--- src/hdl/rhpa_pkg.sv ---
// Package with the shared constants, codes and types of the handle pool allocator.
package rhpa_pkg;

  // Table geometry.
  localparam int POOL_SIZE = 64;
  localparam int SLOT_W    = $clog2(POOL_SIZE);

  // Field widths of the transactions.
  localparam int MODE_W   = 2;
  localparam int TAG_W    = 32;
  localparam int OTYPE_W  = 8;
  localparam int HANDLE_W = 32;
  localparam int STATUS_W = 3;
  localparam int HOUT_W   = 17;
  localparam int OFFSET_W = 16;

  // Operation codes carried by a request.
  typedef enum logic [MODE_W-1:0] {
    MODE_ADD          = 2'd0,
    MODE_LOOKUP       = 2'd1,
    MODE_LOOKUP_TYPED = 2'd2,
    MODE_REMOVE       = 2'd3
  } mode_t;

  // Result status codes.
  typedef enum logic [STATUS_W-1:0] {
    ST_OK           = 3'd0,
    ST_FULL         = 3'd1,
    ST_NOT_POSITIVE = 3'd2,
    ST_RANGE        = 3'd3,
    ST_EMPTY        = 3'd4,
    ST_TYPE         = 3'd5
  } status_t;

  // One entry of the slot table.
  typedef struct packed {
    logic [TAG_W-1:0]   tag;
    logic [OTYPE_W-1:0] obj_type;
  } slot_entry_t;

endpackage

--- src/hdl/rhpa_slot_ram.sv ---
// Slot table memory holding the tag and type of every slot, with a registered read.
module rhpa_slot_ram
  import rhpa_pkg::*;
(
  input  logic              clk,
  input  logic              wr_en,
  input  logic [SLOT_W-1:0] wr_addr,
  input  slot_entry_t       wr_data,
  input  logic              rd_en,
  input  logic [SLOT_W-1:0] rd_addr,
  output slot_entry_t       rd_data
);

  slot_entry_t mem [POOL_SIZE];

  // Write port.
  always_ff @(posedge clk) begin
    if (wr_en) begin
      mem[wr_addr] <= wr_data;
    end
  end

  // Read port, registered.
  always_ff @(posedge clk) begin
    if (rd_en) begin
      rd_data <= mem[rd_addr];
    end
  end

endmodule

--- config.mk ---
export PLATFORM = sky130hd
export DESIGN_NAME = rhpa_slot_ram
export DESIGN_NICKNAME = d
export VERILOG_FILES = /design/src/hdl/rhpa_pkg.sv /design/src/hdl/rhpa_slot_ram.sv
export SDC_FILE = /design/constraint.sdc
export NUM_CORES = 2
export LEC_CHECK = 0
export CAP_MARGIN = 10
export CORE_UTILIZATION = 57
export DETAILED_ROUTE_END_ITERATION = 7
export DONT_BUFFER_PORTS = 1
export GPL_TIMING_DRIVEN = 0
export PLACE_DENSITY_LB_ADDON = 0.25
export SETUP_SLACK_MARGIN = 0.15
export SYNTH_ARGS = -nofsm -noshare
export SYNTH_HDL_FRONTEND = slang
export SYNTH_SLANG_ARGS = --single-unit
--- constraint.sdc ---
create_clock -name clk -period 8.75 [get_ports clk]
set_input_delay 0.4375 -clock clk [delete_from_list [all_inputs] [get_ports clk]]
set_output_delay 0.4375 -clock clk [all_outputs]
set_load 0.02 [all_outputs]
==> metrics.txt <==
DRT iter0 DRCs=7538; Total GRT Usage=0.311; clock buffer count from CTS=274; vias in the first global route=48800; cell chain of the critical path=buf_2, nor2b_1, nand2b_1, clkbuf_1, clkbuf_1, o22ai_1, nor4_1, o22a_1; CTS tree=yes; worst hold path startpoint=wr_addr[0]; # nets final=4718; CORE AREA=170000 µm²; Core Rows=151; slew margin rel.=-0.0186; setup_tns=0 ns; fillcell total=10300; DR WL/cell=37.6 µm; slowest CP cell=nor4_1; failing checks=max-capacitance violations, max-slew violations; syn_area_per_cell=23.4 µm²; die span in x=417 µm; LEAKAGE=0.0354 µW; Worst Max-Slew Pin Slew=1.51 ns; HPWL after DPL=169000 µm; R2R Path End=rd_data[29]$_DFFE_PP_; post-synthesis sequential area ratio=0.795; worst-path maximum fanout=10; Detail Route Antenna Nets=0; Worst EP arrival=4.35 ns; reg2reg path depth=4; gr ovfl total=0; PortBufs=0; share of cells above drive strength 1=0.280; Starting Density=0.577; TritonRoute pass-1 iters=6; f_max=0.276 GHz; clk_lat worst skew=0.91 ns; IO Pins=95; RSZ-0062 raised after global routing=false; DRC viols=0; Syn Std Cell Area=98200 µm²; via count=49200; pre-CTS WS=4.46 ns; maximum VDD drop=0.183 mV; most common cell after layout, fill and taps aside=edfxtp_1; Worst Path Required=9.48 ns; most frequent CP cell=clkbuf_1; WHS Path Cells=2; Die Height=417 µm; root buffer cell=clkbuf_16; final wirelength=268000 µm; synthesis-to-layout area growth=15.5%; Vias per Instance=6.89; Pwr Total=26100 µW; fin. max-slew vios=2; Synth Register Bits=2600; Pwr Density=230 nW/µm²; final worst-path cycle share=0.413; Post-synth EDFFs=2600; Hold Violations, Final=0; Clock Skew=0.0474 ns; final core utilization=0.666; R2R Setup Slk=6.20 ns; max-cap viol count=1; CTS Buffer Depth=4; post-CTS sizing=0; Critical Path Sink Type=flop; ys async rst share=0; die area=174000 µm²; commonest cells after routing, fill and taps aside=edfxtp_1, mux4_2, clkbuf_16; status=finished with violations; Largest stage delay, worst path=1.31 ns; fin crit period=3.62 ns; crit start category=input port; critical path type=input port to flop; r2r startpoint=mem[8][29]$_DFFE_PP_; Yosys cell types=35; GP Congestion=0.851; Clock Pin Slew Worst Setup and Hold Paths=0.06 ns; H-tree depth=5; clk sinks=2600; worst setup margin=5.13 ns; WHS Endpoint=mem[55][1]$_DFFE_PP_; Mapped Cells=4195; Mapped Nets=4250; worst min path class=input port to flop; initial antenna violation count=7; largest net degree at the start of global routing=65; Reg area=78100 µm²; first-pass GRT wire length=371000 µm; Primary FF master, synth=edfxtp_1; Setup violations, final=0; yosys warns=0; multi-input logic area=19500 µm²
sequential cells by signal, indices dropped and copies added, names as in the netlist:
signal	count
rd_data	40
mem	2560
layout make-up:
cell class | count | share of cell area
buffer | 238 | 0.0109
tap | 2295 | 0.0253
timing repair buffer | 192 | 0.0319
clock buffer | 359 | 0.0646
clock inverter | 89 | 0.00726
multi-input combinational | 1357 | 0.172
antenna | 4 | 0.0000882
sequential | 2600 | 0.688
timing repair:
action	4_1_cts	5_1_grt
setup buffers	0	0
hold endpoints to repair	2600	0
endpoints found under the setup margin	0	0
hold buffers	82	0
kinds of logic after synthesis:
| logic type | count (synthesis) | share of synthesized area |
|---|---|---|
| flops | 2600 | 0.795 |
| mux | 759 | 0.155 |
| compound gates | 383 | 0.0267 |
| buf+inv | 238 | 0.0126 |
| simple gates | 215 | 0.0107 |
per-stage QoR:
stage / cell area (µm²) / instances / hold slack, ns
2_1_floorplan: 98200 / 4195 / 0.536
3_3_place_gp: 101000 / 6490 / 0.540
3_5_place_dp: 104000 / 6600 / 0.539
4_1_cts: 113000 / 7130 / 0.143
5_1_grt: 113000 / 7133 / 0.190
6_report: 113000 / 7134 / 0.188
worst max-delay path, delay by kind of cell:
family / cells / cell delay, ns
buf+inv: 3 / 1.52
simple gates: 3 / 1.73
compound gates: 2 / 0.65
worst max path at each step:
stage                           from                    end  cells past startpoint  slack [ns]
final                     rd_addr[3]  rd_data[29]$_DFFE_PP_                      8        5.13
after global routing      rd_addr[2]  rd_data[25]$_DFFE_PP_                      8        5.35
after CTS                 rd_addr[2]  rd_data[25]$_DFFE_PP_                      9        5.39
after detailed placement  rd_addr[3]  rd_data[29]$_DFFE_PP_                      8        4.46
after global placement    wr_addr[3]  mem[49][27]$_DFFE_PP_                      4        0.95
after floorplan           wr_addr[3]   mem[48][0]$_DFFE_PP_                      4        4.59
report_power, final:
| part | switching (µW) | internal [µW] |
|---|---|---|
| Sequential | 50.4 | 13800 |
| Combinational | 911 | 497 |
| Clock | 4570 | 6310 |
cells in the mapped netlist (all sizes together), types with 4 or more instances:
| cell | number | area [µm²] |
|---|---|---|
| edfxtp | 2600 | 78100 |
| mux4 | 608 | 13700 |
| buf | 158 | 938 |
| o22ai | 143 | 895 |
| mux2i | 113 | 1130 |
| nor2 | 97 | 364 |
| clkbuf | 80 | 300 |
| a21oi | 68 | 340 |
| o221ai | 42 | 368 |
| mux2 | 38 | 428 |
| a221oi | 34 | 298 |
| nor4 | 34 | 213 |
| o22a | 26 | 228 |
| o21ai | 22 | 110 |
| nand2 | 19 | 71.3 |
| a22oi | 18 | 135 |
| a22o | 16 | 140 |
| nor2b | 16 | 100 |
| nand2b | 13 | 81.3 |
| nand3 | 8 | 40.0 |
| o21a | 8 | 60.1 |
| a211oi | 6 | 45.0 |
| and3 | 6 | 37.5 |
| and2 | 4 | 25.0 |
| or2 | 4 | 25.0 |
layer usage:
metal,up-vias,global-route usage,wire (µm)
met4,0,0.154,14700
met5,-,0,0
met2,3494,0.471,125000
li1,19000,-,-
met1,26000,0.427,94800
met3,610,0.0791,33600
Note: power is estimated with default switching activity, not from simulation.
